[src/hw/rtl/dgb_pkg.sv]
// ----------------------------------------------------------------------------
// dgb_pkg
// Shared types, constants and stage positions for the glass BSDF sampler.
// ----------------------------------------------------------------------------
`default_nettype none

package dgb_pkg;

    // fixed point
    localparam int DIR_FRAC_BITS = 14;
    localparam int QS            = 30;
    localparam int QW            = QS + 1;
    localparam logic [QW-1:0] Q_ONE = QW'(1) << QS;
    localparam logic [16:0] DIR_LIM = 17'(1) << DIR_FRAC_BITS;
    localparam logic [13:0] IOR_ONE = 14'd4096;
    localparam logic [15:0] DENSITY_ONE = 16'h8000;
    localparam logic [15:0] WEIGHT_MAX = 16'hFFFF;

    // shared divider: 62 / 58 bit, 31 bit saturating quotient
    localparam int DIV_NUM_W = 62;
    localparam int DIV_DEN_W = 58;
    localparam int DIV_Q_W   = 31;
    localparam int DIV_LAT   = DIV_Q_W + 1;

    // shared square root: 62 bit radicand, 31 bit root
    localparam int SQRT_IN_W  = 62;
    localparam int SQRT_W     = 31;
    localparam int SQRT_REM_W = SQRT_W + 1;
    localparam int SQRT_LAT   = SQRT_W + 1;

    // derived configuration passes the operand registers and a divider after a write
    localparam int CFG_LAT = DIV_LAT + 1;

    // stage positions, stage 1 loaded at the accept edge
    localparam int ST_SCH = 5;
    localparam int ST_B   = (CFG_LAT > ST_SCH) ? CFG_LAT : ST_SCH + 1;
    localparam int ST_C   = ST_B + 1;
    localparam int ST_D   = ST_C + 1;
    localparam int ST_VZ  = ST_D + SQRT_LAT - 1;
    localparam int ST_SQ  = ST_VZ + 1;
    localparam int ST_L   = ST_SQ + 1;
    localparam int ST_LEN = ST_L + SQRT_LAT - 1;
    localparam int ST_DQ  = ST_LEN + 1;
    localparam int ST_O   = ST_DQ + DIV_LAT - 1;
    localparam int ST_P   = ST_O + 1;
    localparam int ST_W   = ST_P + 1;
    localparam int ST_WQ  = ST_W + DIV_LAT - 1;
    localparam int OUT_LAT = ST_WQ + 1;

    typedef enum logic [2:0] {
        REG_IOR     = 3'd0,
        REG_REFL_R  = 3'd1,
        REG_REFL_G  = 3'd2,
        REG_REFL_B  = 3'd3,
        REG_TRANS_R = 3'd4,
        REG_TRANS_G = 3'd5,
        REG_TRANS_B = 3'd6
    } reg_index_t;

    typedef enum logic [1:0] {
        PATH_TIR     = 2'd0,
        PATH_REFLECT = 2'd1,
        PATH_REFRACT = 2'd2
    } path_kind_t;

    typedef struct packed {
        logic signed [15:0] dir_x;
        logic signed [15:0] dir_y;
        logic signed [15:0] dir_z;
        logic [14:0]        uniform_draw;
    } in_item_t;

    typedef struct packed {
        logic signed [15:0] new_dir_x;
        logic signed [15:0] new_dir_y;
        logic signed [15:0] new_dir_z;
        logic [15:0]        density;
        logic [15:0]        weight_red;
        logic [15:0]        weight_green;
        logic [15:0]        weight_blue;
        path_kind_t         path_kind;
    } out_item_t;

    typedef struct packed {
        logic [27:0] ior2;
        logic [30:0] n2_in;
        logic [33:0] n2_out;
        logic [30:0] n_in;
        logic [31:0] n_out;
        logic [29:0] r0;
        logic [15:0] refl_r;
        logic [15:0] refl_g;
        logic [15:0] refl_b;
        logic [15:0] trans_r;
        logic [15:0] trans_g;
        logic [15:0] trans_b;
    } cfg_t;

endpackage

`default_nettype wire

[src/hw/rtl/dgb_sqrt.sv]
// ----------------------------------------------------------------------------
// dgb_sqrt
// Pipelined integer square root (floor), one root bit per stage.
// ----------------------------------------------------------------------------
`default_nettype none

module dgb_sqrt (
    input  wire logic                           clk,
    input  wire logic [dgb_pkg::SQRT_IN_W-1:0]  rad,
    output logic      [dgb_pkg::SQRT_W-1:0]     root
);
    import dgb_pkg::*;

    logic [SQRT_IN_W-1:0]  rad_reg  [0:SQRT_W];
    logic [SQRT_REM_W-1:0] rem_reg  [0:SQRT_W];
    logic [SQRT_W-1:0]     root_reg [0:SQRT_W];

    always_ff @(posedge clk)
    begin
        rad_reg[0]  <= rad;
        rem_reg[0]  <= '0;
        root_reg[0] <= '0;
    end

    for (genvar i = 0; i < SQRT_W; i++)
    begin : g_step
        logic [SQRT_REM_W+1:0] trial;
        logic [SQRT_REM_W+1:0] test;
        logic                  ge;

        always_comb
        begin
            trial = {rem_reg[i], rad_reg[i][2*(SQRT_W-1-i)+1 -: 2]};
            test  = (SQRT_REM_W+2)'({root_reg[i], 2'b01});
            ge    = trial >= test;
        end

        always_ff @(posedge clk)
        begin
            rad_reg[i+1]  <= rad_reg[i];
            rem_reg[i+1]  <= ge ? SQRT_REM_W'(trial - test) : trial[SQRT_REM_W-1:0];
            root_reg[i+1] <= {root_reg[i][SQRT_W-2:0], ge};
        end
    end

    assign root = root_reg[SQRT_W];

endmodule

`default_nettype wire

[config.mk]
export PLATFORM = sky130hd
export DESIGN_NAME = dgb_sqrt
export DESIGN_NICKNAME = d
export VERILOG_FILES = /design/src/hw/rtl/dgb_pkg.sv /design/src/hw/rtl/dgb_sqrt.sv
export SDC_FILE = /design/constraint.sdc
export NUM_CORES = 2
export LEC_CHECK = 0
export BUFFER_PORTS_ARGS = -buffer_cell sky130_fd_sc_hd__buf_2
export CAP_MARGIN = 10
export CORE_AREA = 2 2 542 544
export DETAILED_ROUTE_END_ITERATION = 12
export DIE_AREA = 0 0 544 546
export HOLD_SLACK_MARGIN = 0.05
export PLACE_DENSITY = 0.56
export SYNTH_ARGS = -nofsm -noshare
export SYNTH_HDL_FRONTEND = slang
export SYNTH_SLANG_ARGS = --single-unit
[constraint.sdc]
create_clock -name clk -period 5.11 [get_ports clk]
set_input_delay 0.511 -clock clk [delete_from_list [all_inputs] [get_ports clk]]
set_output_delay 0.511 -clock clk [all_outputs]
set_load 0.05 [all_outputs]
* Word-level counts from Yosys, hierarchy flattened
Memory sizes are Yosys's and may differ from the RTL's.
Cells that the tools add are included.
** Operators by class
- Add/sub/neg operators :: 31
- $lt $le $gt $ge :: 31
- Multiplexer cells :: 31
** Operator list (count)
- $ge 34x33->1 :: 31
- $mux 32 :: 31
- $sub 32x32->32 :: 31
** Word-level totals
- Bits in registers :: 0
- Bits in writable memories :: 4000
- Input port bits :: 63
- Output and inout port bits :: 31
- Logic and storage cells :: 96
- Memories kept :: 3
** Memory list
- rad_reg :: words 32, width 62, read ports 31, clocked after Yosys merged registers in 0, write ports 32, RTL line dgb_sqrt.sv:14 : logic [SQRT_IN_W-1:0] rad_reg [0:SQRT_W];
- rem_reg :: words 32, width 32, read ports 31, clocked after Yosys merged registers in 0, write ports 32, RTL line dgb_sqrt.sv:15 : logic [SQRT_REM_W-1:0] rem_reg [0:SQRT_W];
- root_reg :: words 32, width 31, read ports 32, clocked after Yosys merged registers in 0, write ports 32, RTL line dgb_sqrt.sv:16 : logic [SQRT_W-1:0] root_reg [0:SQRT_W];

* Longest topological paths before layout
An unclocked memory read counts as a cell.
- Depth in word-level cells :: 3
- Mapped depth :: 14

* Worst setup path after synthesis
Ideal clock, no wire load.
- Kind :: reg-to-reg
- From :: memory root_reg[28][0], in the netlist root_reg[7][0]
- To :: memory rem_reg[29][14] in the netlist's numbering
- Data arrival time :: 3005 ps
- Slack :: 1984 ps
- Cell stages (with the launch flop) :: 13
- Period minus slack after synthesis :: 3126 ps
- Cell sequence :: dfxtp_1 > inv_1 > ha_1 > nor2b_1 > o31a_1 > o41a_1 > a211o_1 > o31ai_2 > o21ai_1 > a211o_1 > clkbuf_1 > buf_2 > mux2_2
** RTL lines (RTL line)
- start: declaration :: dgb_sqrt.sv:16
- end: declaration :: dgb_sqrt.sv:15

==> summary.md <==
| Metric | Value |
|---|---|
| Worst reg2reg path endpoint | `rem_reg[30][1]$_DFF_P_` |
| Peak VDD IR | `0.3396 mV` |
| WP data arrival | `4.60 ns` |
| Min-Delay Path Class | `in -> reg` |
| Synth area leader | `dfxtp_1` |
| Fin crit share | `74.72%` |
| Syn Std Cell Area | `86,960 µm²` |
| GRT Overall Usage | `12.11%` |
| # resized after CTS | `0` |
| Unrepaired setup endpoints after global routing | `no` |
| Synthesized area per cell | `10.20 µm²` |
| # clock sinks | `2,402` |
| Netlist cell types | `97` |
| Clock transition at path regs | `0.06 ns` |
| Fin nets | `9,404` |
| Die Height | `between 500 and 600 µm` |
| Data required, critical path | `5.89 ns` |
| Crit-path leading delay family | `compound AO/OA/AOI/OAI gates` |
| Initial Util | `between 20 and 30%` |
| WL final | `184,800 µm` |
| Seq/Total Area, Yosys | `between 50% and 60%` |
| CTS H-tree lvls | `5` |
| Max Cap Viol | `0` |
| Max stage delay on crit path | `slightly above 0.6 ns` |
| Global-route wire length before repair | `298,800 µm` |
| Skew final | `0.05016 ns` |
| Vias in the first global route | `58,246` |
| Post-Synth XOR/XNOR Area | `about 7.5%` |
| DIE AREA | `roughly 300,000 µm²` |
| Worst r2r src | `root_reg[7][35]$_DFF_P_` |
| Remaining Overflow, GRT | `0` |
| Worst-margin pin slew | `1.153 ns` |
| Buf/Inv on CP | `2` |
| Compound-Gate Fraction of Synth Area | `between 10% and 20%` |
| Crit Path Max Fanout | `30` |
| Share of post-route cells with drive strength above 1 | `7.887%` |
| Slew headroom | `22.45%` |
| Vias post-DR | `58,929` |
| Maximum number of pins on one net before global-route repair | `52` |
| Final WS setup | `1.292 ns` |
| Status | `finished, final reports clean` |
| Most common cell after layout, fill and taps aside | `dfxtp_1` |
| Post-synthesis net count | `9,115` |
| Boundary pin count | `94` |
| Worst setup SP type | `flip-flop` |
| Most frequent cells in the layout | `2,402 x dfxtp_1, 692 x inv_1, 556 x nand2_1` |
| DR iter-0 viols | `3,135` |
| Port Buf Inserts | `93` |
| Max FFs per register | `about 990` |
| Area contributors post-synth | `dfxtp_1 55%, ha_1 7.6%, xnor2_1 4.0%` |
| HP Start | `rad[50]` |
| Crit path cell chain | `inv_1, ha_1, o21ai_0, nor2_1, o311ai_0, a31oi_1, o211ai_1, a21oi_1, o21ai_4, buf_4, mux2i_1` |
| Pwr dens | `508.8 nW/µm²` |
| Main combinational cell family by area after synthesis | `simple AND/OR/NAND/NOR gates` |
| Setup bufs post-CTS | `0` |
| TritonCTS clock tree | `built` |
| Worst r2r path cells | `11` |
| Fmax | `0.2619 GHz` |
| Fraction of synthesized area in multiplexers | `1.004%` |
| Post-synth top area share | `55.29%` |
| Vias/cell | `4.555` |
| CTS Buf Count | `265` |
| Number of antenna-violating nets in the routed design | `0` |
| Seq cells post-synth | `2,402` |
| Total power | `0.05172 W` |
| R2R Setup Slk | `1.29 ns` |
| Clock buffer depth | `4` |
| Simple-Gate Fraction of Synth Area | `12.54%` |
| Post-Synth Adder-Cell Area | `under 10%` |
| Main synth FF type | `dfxtp_1` |
| Async set-reset flop share out of synthesis | `0%` |
| Endpoint, Worst Hold | `rad_reg[0][50]$_DFF_P_` |
| Synth warn | `0` |
| Post-synth EDFFs | `0` |
| Slowest cell on crit path | `o311ai_0` |
| Syn Inst Count | `about 8,500` |
| Initial antenna violation count | `4` |
| Root buffer cell | `clkbuf_16` |
| Placeable core area | `approximately 290,000 µm²` |
| Area Growth Syn to Fin | `16.90%` |
| Cts hold-fix bufs | `62` |
| Hold Violations, Final | `0` |
| Std-Cell Rows | `between 150 and 200` |
| Tmin final | `3.818 ns` |
| Setup crit end kind | `flip-flop` |
| WHS Path Cells | `2` |
| DRT Pass-1 Iters | `6` |
| DP HPWL | `139,700 µm` |
| Final setup fails | `0` |
| Slew Limit Fails | `0` |
| Clk_lat worst skew | `0.86 ns` |
| LEAKAGE | `between 40 and 50 nW` |
| Setup TNS | `0 ns` |
| Chip Width | `544 µm` |
| Critical path type | `reg -> reg` |
| Drt drc | `0` |
| GPL Wtd Cong | `0.9103` |
| Routed wire per std cell | `between 10 and 15 µm` |
| Pre-CTS WS | `1.336 ns` |
==> Yosys cell counts (all sizes together), types with 75 or more instances <==
cell type,count
dfxtp,2402
inv,694
nand2,556
nor2,531
ha,528
a21oi,514
o21ai,438
xnor2,394
xor2,354
nor3,242
a21o,180
nand3,139
clkbuf,133
o21a,115
nand2b,102
nand4,97
nor4,96
or3,91
o31ai,75
==> cell families (layout without fill, tap and decap cells) <==
group | after synthesis | count (layout)
other | 1 | 3
AND/OR/NAND/NOR | 2208 | 2208
adder cells (fa/ha/maj) | 528 | 528
AO/OA/AOI/OAI | 1704 | 1704
flip-flops | 2402 | 2402
multiplexers | 79 | 79
XOR/XNOR | 748 | 748
buffers and inverters | 854 | 1345
==> metal layers <==
layer | global-route usage [%] | wire length [µm] | vias to the layer above
met5 | 0 | 0 | -
met4 | 5.110 | 6885 | 0
met3 | 1.799 | 7813 | 396
met2 | 20.49 | 86310 | 1243
met1 | 15.26 | 83750 | 27531
li1 | - | - | 29759
==> worst max path at each step <==
stage	cells past startpoint	start	to	slack, ns
after floorplan	12	root_reg[7][0]$_DFF_P_	rem_reg[29][14]$_DFF_P_	1.98
after global placement	11	root_reg[7][35]$_DFF_P_	rem_reg[30][1]$_DFF_P_	1.34
after detailed placement	11	root_reg[7][34]$_DFF_P_	rem_reg[30][4]$_DFF_P_	1.34
after CTS	8	rem_reg[10][30]$_DFF_P_	rem_reg[11][19]$_DFF_P_	1.30
after global routing	11	root_reg[7][35]$_DFF_P_	rem_reg[30][1]$_DFF_P_	0.92
final	11	root_reg[7][35]$_DFF_P_	rem_reg[30][1]$_DFF_P_	1.29
==> through the flow <==
| stage | utilization [%] | instances | hold WS (ns) | cell area [µm²] |
|---|---|---|---|---|
| after floorplan | - | 8524 | 0.3096 | 86960 |
| final | 34.81 | 12936 | 0.2714 | 101700 |
| after CTS | 34.80 | 12933 | 0.1707 | 101600 |
| after detailed placement | 31.48 | 12402 | 0.3121 | 91940 |
| after global routing | 34.80 | 12934 | 0.2252 | 101700 |
| after global placement | 31.48 | 12401 | 0.3096 | 91940 |
==> final cells by class <==
type	count	area, µm²
Tap cell	3919	4903
Sequential cell	2402	48090
Timing Repair Buffer	180	1276
Clock buffer	348	7481
Multi-Input combinational cell	5268	35700
Inverter	696	2613
Fill cell	29007	190400
Antenna cell	2	5.005
Clock inverter	121	1588
==> report_power, final <==
group / internal (W) / total [W] / switching, W
sequential: 0.0218 / 0.0241 / 0.00233
clock: 0.0117 / 0.0194 / 0.00768
combinational: 0.00367 / 0.00821 / 0.00454
total: 0.0372 / 0.0517 / 0.0146
Power figures use the tool's default switching activity.
